<file path="src/assert_macros.svh">
// Assertion helpers for the execute block
`ifndef ASSERT_MACROS_SVH
`define ASSERT_MACROS_SVH
`ifndef SYNTHESIS
`define ASSERT_IMPL(label, ante, cons) \
    label: assert property (@(posedge clk) disable iff (!rst_n) (ante) |-> (cons)) \
        else $error("assertion failed");
`define ASSERT_NEXT(label, ante, cons) \
    label: assert property (@(posedge clk) disable iff (!rst_n) (ante) |=> (cons)) \
        else $error("assertion failed");
`else
`define ASSERT_IMPL(label, ante, cons)
`define ASSERT_NEXT(label, ante, cons)
`endif
`endif

</file>
<file path="src/rvx_pkg.sv">
package rvx_pkg;
    localparam int DMEM_WORDS = 16384;
    localparam int IMEM_WORDS = 1024;
    localparam int DMEM_AW = $clog2(DMEM_WORDS);
    localparam int IMEM_AW = $clog2(IMEM_WORDS);

    localparam logic [6:0] OPC_R     = 7'b0110011;
    localparam logic [6:0] OPC_I     = 7'b0010011;
    localparam logic [6:0] OPC_S     = 7'b0100011;
    localparam logic [6:0] OPC_L     = 7'b0000011;
    localparam logic [6:0] OPC_B     = 7'b1100011;
    localparam logic [6:0] OPC_LUI   = 7'b0110111;
    localparam logic [6:0] OPC_AUIPC = 7'b0010111;
    localparam logic [6:0] OPC_JAL   = 7'b1101111;
    localparam logic [6:0] OPC_JALR  = 7'b1100111;
    localparam logic [6:0] F7_ALT    = 7'b0100000;
    localparam logic [31:0] WIN_BASE = 32'h1000_0000;

    // queued item between front and back
    typedef struct packed {
        logic        op;
        logic [31:0] instr;
        logic [31:0] console_value;
        logic [13:0] preload_index;
        logic [31:0] preload_value;
    } item_t;

    localparam logic [1:0] Q_DEPTH = 2'd2;
endpackage

</file>
<file path="src/rvx_front.sv">
// Two-entry input queue: takes items while the back end is busy.
module rvx_front import rvx_pkg::*; (
    input  logic  clk,
    input  logic  rst_n,
    input  logic  in_valid,
    output logic  in_stall,
    input  item_t in_item,
    output logic  q_valid,
    output item_t q_item,
    input  logic  q_pop
);
    item_t      buf_reg [2];
    logic       rd_reg, rd_next;
    logic       wr_reg, wr_next;
    logic [1:0] cnt_reg, cnt_next;
    logic       push;

    assign in_stall = (cnt_reg == Q_DEPTH);
    assign push     = in_valid && !in_stall;
    assign q_valid  = (cnt_reg != 2'd0);
    assign q_item   = buf_reg[rd_reg];

    always_comb
    begin
        rd_next  = rd_reg ^ q_pop;
        wr_next  = wr_reg ^ push;
        cnt_next = cnt_reg + {1'b0, push} - {1'b0, q_pop};
    end

    always_ff @(posedge clk or negedge rst_n)
    begin
        if (!rst_n)
        begin
            rd_reg  <= 1'b0;
            wr_reg  <= 1'b0;
            cnt_reg <= 2'd0;
        end
        else
        begin
            rd_reg  <= rd_next;
            wr_reg  <= wr_next;
            cnt_reg <= cnt_next;
        end
    end

    always_ff @(posedge clk)
    begin
        if (push)
        begin
            buf_reg[wr_reg] <= in_item;
        end
    end
endmodule

</file>
<file path="config.mk">
export PLATFORM = sky130hd
export DESIGN_NAME = rvx_front
export DESIGN_NICKNAME = d
export VERILOG_FILES = /design/src/assert_macros.svh /design/src/rvx_pkg.sv /design/src/rvx_front.sv
export SDC_FILE = /design/constraint.sdc
export NUM_CORES = 1
export LEC_CHECK = 0
export ABC_AREA = 1
export BUFFER_PORTS_ARGS = -buffer_cell sky130_fd_sc_hd__buf_2
export CORE_MARGIN = 8
export CORE_UTILIZATION = 47
export CTS_CLUSTER_SIZE = 10
export DETAILED_ROUTE_END_ITERATION = 12
export PLACE_DENSITY = 0.85
export SETUP_SLACK_MARGIN = 0.4
export SLEW_MARGIN = 10
export SYNTH_ARGS = -nofsm -noshare
export SYNTH_HDL_FRONTEND = slang
export SYNTH_SLANG_ARGS = --single-unit
</file>
<file path="constraint.sdc">
create_clock -name clk -period 4.1 [get_ports clk]
set_clock_uncertainty 0.1 [all_clocks]
set_input_delay 0.82 -clock clk [delete_from_list [all_inputs] [get_ports clk]]
set_output_delay 0.82 -clock clk [all_outputs]
set_load 0.005 [all_outputs]
</file>
==> results of run 1 <==
[power groups by stage]
stage	logic, mW	registers [mW]	clock network (mW)
after floorplan	1.43	3.35	0
after global placement	2.15	3.43	0
after detailed placement	2.20	3.46	0
after CTS	2.22	3.41	1.98
after global routing	2.42	3.46	2.05
final	2.16	3.40	1.93
[metal layers]
metal / routed length [µm] / up-vias
li1: - / 2536
met1: 6530 / 2425
met2: 8500 / 201
met3: 1510 / 38
met4: 520 / 6
met5: 36 / -
[path summary, 6_finish.rpt]
kind                                        to        start  slack (ps)  cells after the start
worst max register to register  buf_reg[0][34]   cnt_reg[1]        1830                      5
worst min-delay path            buf_reg[0][19]  in_item[19]         400                      1
worst min register to register      cnt_reg[0]   cnt_reg[0]         460                      1
min in group asynchronous           cnt_reg[0]        rst_n         560                      2
max in group asynchronous               rd_reg        rst_n        3210                      2
worst max-delay path                q_item[96]       rd_reg         970                      4
[cells in the final DEF (no fill, tap or decap), types with 3 or more instances in the layout]
cell type,count
inv_1,118
clkbuf_1,4
o21ai_0,52
nand2_1,116
buf_2,227
dfrtp_1,3
edfxtp_1,222
buf_4,7
buf_12,3
clkbuf_16,27
o21ai_2,60
[cells by family after synthesis]
group                    count (synthesis)  share of synthesized area, %
buffers and inverters                  143                          7.67
AO/OA/AOI/OAI                          112                          9.00
flip-flops                             226                          77.5
adder cells (fa/ha/maj)                  4                         0.573
XOR/XNOR                                 1                         0.100
AND/OR/NAND/NOR                        119                          5.16
[timing repair]
| item | 4_1_cts | 5_1_grt |
|---|---|---|
| setup endpoints to repair | 0 | 0 |
| hold buffers | 1 | 0 |
| gates resized for setup | 0 | 0 |
| endpoints found under the hold margin | 4 | 0 |
[cell type report]
type | instances | area (µm²)
clock buffer | 31 | 691
tap | 234 | 293
sequential | 226 | 6770
inverter | 118 | 443
multi-input combinational | 236 | 1320
fill | 1389 | 7680
antenna | 1 | 2.50
timing repair buffer | 238 | 1260
[stage by stage]
stage	util (%)	std cells	setup WS (ps)
final	58.4	1084	971
after global placement	54.6	1051	1370
after detailed placement	54.6	1051	1370
after CTS	58.4	1083	906
after global routing	58.4	1084	771
after floorplan	-	605	-95.8
==> results.md, run 1 <==
* Yosys reg bits at 226
* Post-synth EDFFs at 222
* Pins Over Slew Limit at 0
* Share of cells above drive strength 1 at 38.6%
* Worst Path Buf+Inv at 2
* DR vias/cell at 4.80
* Max reg flops at 222
* Max-cap violation count at 0
* Largest stage delay on the critical path at 970 ps
* M3 GR Usage at 5.33%
* WL/cell at 15.8 µm
* Most used routing layer: met2
* Initial Util at 47.3%
* Global route overflow at 0
* Clock Pin Slew Worst Setup and Hold Paths at 50 ps
* Switch Pwr at 2.30 mW
* Number of sinks driven by the clock tree at 226
* First-pass DRT Iterations at 4
* Status: completed
* Sequential area share after synthesis at 77.5%
* Worst setup SP type: register
* Mapped cell area at 8730 µm²
* Total Wirelength at 17100 µm
* Final setup viols at 0
* Quantity of I/O buffers inserted on ports at 227
* Post-synth top flop: edfxtp_1
* # rows at 50
* Worst IR Drop VDD at 0.458 mV
* Power Dens Cells at 695 nW/µm²
* CP Cell Sequence: buf_12 -> nand2_1 -> o21ai_2 -> buf_2
* LEAKAGE at 4.59 nW
* Placeable Area at 18500 µm²
* Root Buffer: clkbuf_16
* Synthesis-to-layout area growth at 23.4%
* Total Routing Usage GR at 14.3%
* Post-layout nets at 965
* Worst Path Required at 3180 ps
* Post-synth top cells: 222 x edfxtp_1, 118 x inv_1, 116 x nand2_1, 60 x o21ai_2, 52 x o21ai_0
* Worst skew pair latency at 510 ps
* Num CTS Buffers at 26
* Crit-path max FO at 81
* Worst slew margin at 41.6%
* Antenna violations before repair at 4
* Cell variety after synth at 15
* Post-CTS Setup Repair Bufs at 0
* Final-report hold violation count at 0
* Worst Setup End Kind: output port
* Crit share post-route at 76.3%
* Largest net degree at the start of global routing at 82
* Post-Syn Nets at 724
* Share of the synthesized area in the top cell type at 76.4%
* Hpwl dp at 11800 µm
* Remaining antenna violation count after routing at 0
* Most numerous cell in the Yosys netlist: edfxtp_1
* Die Span Y at 152 µm
* Max clock buf depth at 3
* Total number of yosys warnings at 0
* Post-synth top area cell: edfxtp_1
* Switching share of power at 30.8%
* Post-Syn Instances at 605
* Total die area at 23200 µm²
* Met2 Use GR at 24.8%
* RSZ-0062 raised after global routing: false
* CP top delay family: flip-flops
* Async SR Flop Fraction at 1.77%
* Hold_ws at 397 ps
* Comb power frac at 28.8%
* CTS tree: yes
* DRC at 0
* Via count at 5206
* Tot Pwr at 7.49 mW
* Fin crit period at 3130 ps
* Post-route cell area at 10800 µm²
* M1 GR Usage at 15.9%
* Worst Path Arrival at 2210 ps
* Reg power frac at 45.4%
* Dpl cell area at 10100 µm²
* RePlAce Congestion at 0.714
* Int Pwr at 5.18 mW
* Slowest CP cell: dfrtp_4
* Die width at 152 µm
* First-pass GRT wire length at 27000 µm
* Worst min path class: primary input to register
* Clock network power share at 25.7%
* Syn avg cell area at 14.4 µm²
* # IOs at 228
* Crit Path Category: register to output port
* Top cells by area, synth: edfxtp_1 76%, o21ai_2 6.0%, inv_1 5.1%
* Least-Margin Pin Slew at 876 ps
* Vias in the first global route at 5437
* TNS Setup at 0 ps
* Max frequency at 320 MHz
* Iter 0 DRT Violations at 257
* H-tree Lvls at 1
Power figures use the tool's default switching activity.
==> run 2: changes to the inputs <==
--- a/config.mk
+++ b/config.mk
@@ -5,13 +5,13 @@
 export SDC_FILE = /design/constraint.sdc
 export NUM_CORES = 1
 export LEC_CHECK = 0
-export ABC_AREA = 1
+export ABC_AREA = 0
 export BUFFER_PORTS_ARGS = -buffer_cell sky130_fd_sc_hd__buf_2
 export CORE_MARGIN = 8
 export CORE_UTILIZATION = 47
 export CTS_CLUSTER_SIZE = 10
 export DETAILED_ROUTE_END_ITERATION = 12
-export PLACE_DENSITY = 0.85
+export PLACE_DENSITY = 0.86
 export SETUP_SLACK_MARGIN = 0.4
 export SLEW_MARGIN = 10
 export SYNTH_ARGS = -nofsm -noshare
==> constraint.sdc (replaced) <==
create_clock -name clk -period 2.6 [get_ports clk]
set_clock_uncertainty 0.1 [all_clocks]
set_input_delay 0.52 -clock clk [delete_from_list [all_inputs] [get_ports clk]]
set_output_delay 0.52 -clock clk [all_outputs]
set_load 0.005 [all_outputs]
==> results.md, run 2 <==
* Largest family of logic cells by synthesized area: multiplexers
* LEAKAGE at 4.12 nW (-10%)
* Mux cell area share after synthesis at 15.2% (+15 points)
* Worst slew margin at 67.6% (+26 points)
* Max clock buf depth at 3 (unchanged)
* Post-synth top cells: 222 x edfxtp_1, 111 x mux2_2, 8 x buf_6
* Slowest CP cell: dfrtp_4
* Post-Syn Nets at 483 (-33%)
* Top cells by area, synth: edfxtp_1 81%, mux2_2 15%, dfrtp_1 1.2%
* Final setup viols at 0 (unchanged)
* Post-synth EDFFs at 222 (unchanged)
* Max frequency at 416 MHz
* Worst Path Required at 1980 ps (-1200 ps)
* Quantity of I/O buffers inserted on ports at 227 (unchanged)
* CP Cell Sequence: buf_4 -> clkbuf_16 -> mux2_2 -> buf_2
* Total Routing Usage GR at 15.3% (+0.94 points)
* Post-synth top flop: edfxtp_1
* Initial Util at 47.8% (+0.51 points)
* Setup ws final at 195 ps (-776 ps)
* Mapped cell area at 8240 µm² (-5.6%)
* Num CTS Buffers at 26 (unchanged)
* Cell variety after synth at 14 (-1)
* Hold_ws at 104 ps (-293 ps)
* Most frequent cells in the layout: 222 x edfxtp_1, 215 x buf_2, 107 x mux2_2
* Hold depth at 1 (unchanged)
* DR vias/cell at 5.05 (+5.2%)
* Total number of yosys warnings at 0 (unchanged)
* # rows at 48 (-4.0%)
* Xor/xnor cell area share of the yosys netlist at 0.319% (+0.22 points)
* First-pass GRT wire length at 26300 µm (-2.8%)
* Yosys reg bits at 226 (unchanged)
* Die Span Y at 148 µm (-2.5%)
* CP endpoint: q_item[14]
* Post-layout nets at 748 (-22%)
* Crit share post-route at 92.5%
* Async SR Flop Fraction at 1.77% (unchanged)
* # IOs at 228 (unchanged)
* Worst setup SP type: register
* RePlAce Congestion at 0.726 (+1.7%)
* Max reg flops at 222 (unchanged)
* H-tree Lvls at 1 (unchanged)
* Final Util at 63.0% (+4.6 points)
* Largest stage delay on the critical path at 510 ps (-460 ps)
* Worst Setup End Kind: output port
* CTS tree: yes
* Placeable Area at 17200 µm² (-6.6%)
* Share of cells above drive strength 1 at 60.2% (+22 points)
* Final-report hold violation count at 0 (unchanged)
* WL/cell at 21.9 µm (+39%)
* Post-Syn Instances at 364 (-40%)
* Worst setup path start: rd_reg
* Root Buffer: clkbuf_16
* Share of the synthesized area in the top cell type at 80.9% (+4.5 points)
* Place WS at 662 ps (-707 ps)
* R2R Setup Slk at 740 ps (-1090 ps)
* Remaining antenna violation count after routing at 0 (unchanged)
* Worst reg2reg path endpoint: buf_reg[1][84]
* Via count at 4419 (-15%)
* Iter 0 DRT Violations at 212 (-18%)
* Synth Area in Adders at 0.607% (+0.034 points)
* First-pass DRT Iterations at 5 (+1)
* Crit-path max FO at 11 (-86%)
* Number of sinks driven by the clock tree at 226 (unchanged)
* Status: completed
* Synth Area in Simple Gates at 0.273% (-4.9 points)
* Worst Path Arrival at 1790 ps (-420 ps)
* Synthesis-to-layout area growth at 31.7%
* Die width at 148 µm (-2.5%)
* Worst min path class: primary input to register
* Pins Over Slew Limit at 0 (unchanged)
* Most numerous cell in the Yosys netlist: edfxtp_1
* DRC at 0 (unchanged)
* Largest net degree at the start of global routing at 79 (-3.7%)
* Least-Margin Pin Slew at 486 ps (-390 ps)
* Max-cap violation count at 0 (unchanged)
* Post-synth top area cell: edfxtp_1
* Antenna violations before repair at 3 (-1)
* Power Dens Cells at 1150 nW/µm² (+65%)
* Commonest non-fill, non-tap cell in the layout: edfxtp_1
* Total Wirelength at 19200 µm (+12%)
* Worst IR Drop VDD at 0.999 mV (+120%)
* Worst R2R Start: cnt_reg[1]
* Clock Pin Slew Worst Setup and Hold Paths at 60 ps (about the same)
* Fin crit period at 2410 ps
* Vias in the first global route at 4877 (-10%)
* Complex-gate fraction of the synthesized area at 0% (-9.0 points)
* Syn avg cell area at 22.6 µm² (+57%)
* RSZ-0062 raised after global routing: true
* Sequential area share after synthesis at 82.1% (+4.6 points)
* Total die area at 22000 µm² (-5.0%)
* Global route overflow at 0 (unchanged)
* Worst skew pair latency at 500 ps (about the same)
* Hpwl dp at 11900 µm (+1.2%)
* Crit Path Category: register to output port
* R2R cell count at 4 (-1)
## run 2: through the flow
| stage | power, mW | setup TNS, ps | cell area [µm²] | instances |
|---|---|---|---|---|
| 5_1_grt | 13.0 | 0 | 10900 | 875 |
| 3_3_place_gp | 8.31 | 0 | 9680 | 811 |
| 2_1_floorplan | 7.12 | -13420 | 8250 | 364 |
| 4_1_cts | 12.0 | 0 | 10600 | 864 |
| 3_5_place_dp | 8.47 | 0 | 9680 | 811 |
| 6_report | 12.5 | 0 | 10900 | 875 |
## run 2: cells by family (layout without fill, tap and decap cells)
logic type	after synthesis	in the layout
flops	226	226
mux	111	111
buf+inv	16	301
fa+ha+maj	4	4
simple gates	4	4
xor+xnor	3	3
other cells	0	1
## run 2: worst min path at each step
| stage | start | to | slack, ps |
|---|---|---|---|
| floorplan | rst_n | cnt_reg[0] | 120 |
| global placement | rst_n | cnt_reg[0] | 230 |
| detailed placement | rst_n | cnt_reg[0] | 230 |
| CTS | in_item[108] | buf_reg[0][108] | 90 |
| global route | in_item[11] | buf_reg[0][11] | 90 |
| finish | in_item[11] | buf_reg[0][11] | 100 |
## run 2: repair_timing
action / 4_1_cts / 5_1_grt
endpoints found under the setup margin: 111 / 111
gates resized for setup: 4 / 19
cloned: 2 / 8
endpoints found under the hold margin: 4 / 0
hold buffers: 1 / 0
buffers inserted: 2 / 2
## run 2: report_power, final
part / switching, mW / total (mW) / internal (mW)
combinational: 1.87 / 3.96 / 2.09
sequential: 0.213 / 5.20 / 4.99
clock: 1.27 / 3.30 / 2.03
## run 2: per-layer routing
| layer | wire length (µm) | global-route usage (%) |
|---|---|---|
| met4 | 447 | 5.81 |
| met1 | 7140 | 16.3 |
| met3 | 1310 | 4.65 |
| met5 | 19 | 0 |
| met2 | 10200 | 27.7 |
## run 2: area by class of cell
type | instances | area [µm²]
Timing Repair Buffer | 249 | 1620
Inverter | 4 | 15.0
Multi-Input combinational cell | 122 | 1390
Clock inverter | 1 | 30.0
Clock buffer | 47 | 751
Fill cell | 1212 | 6380
Antenna cell | 1 | 2.50
Tap cell | 225 | 282
Sequential cell | 226 | 6770
## run 2: critical path, delay by kind of cell (launching register included)
| kind | cells | cell delay [ps] |
|---|---|---|
| multiplexers | 1 | 280 |
| flip-flops | 1 | 510 |
| buffers and inverters | 3 | 500 |
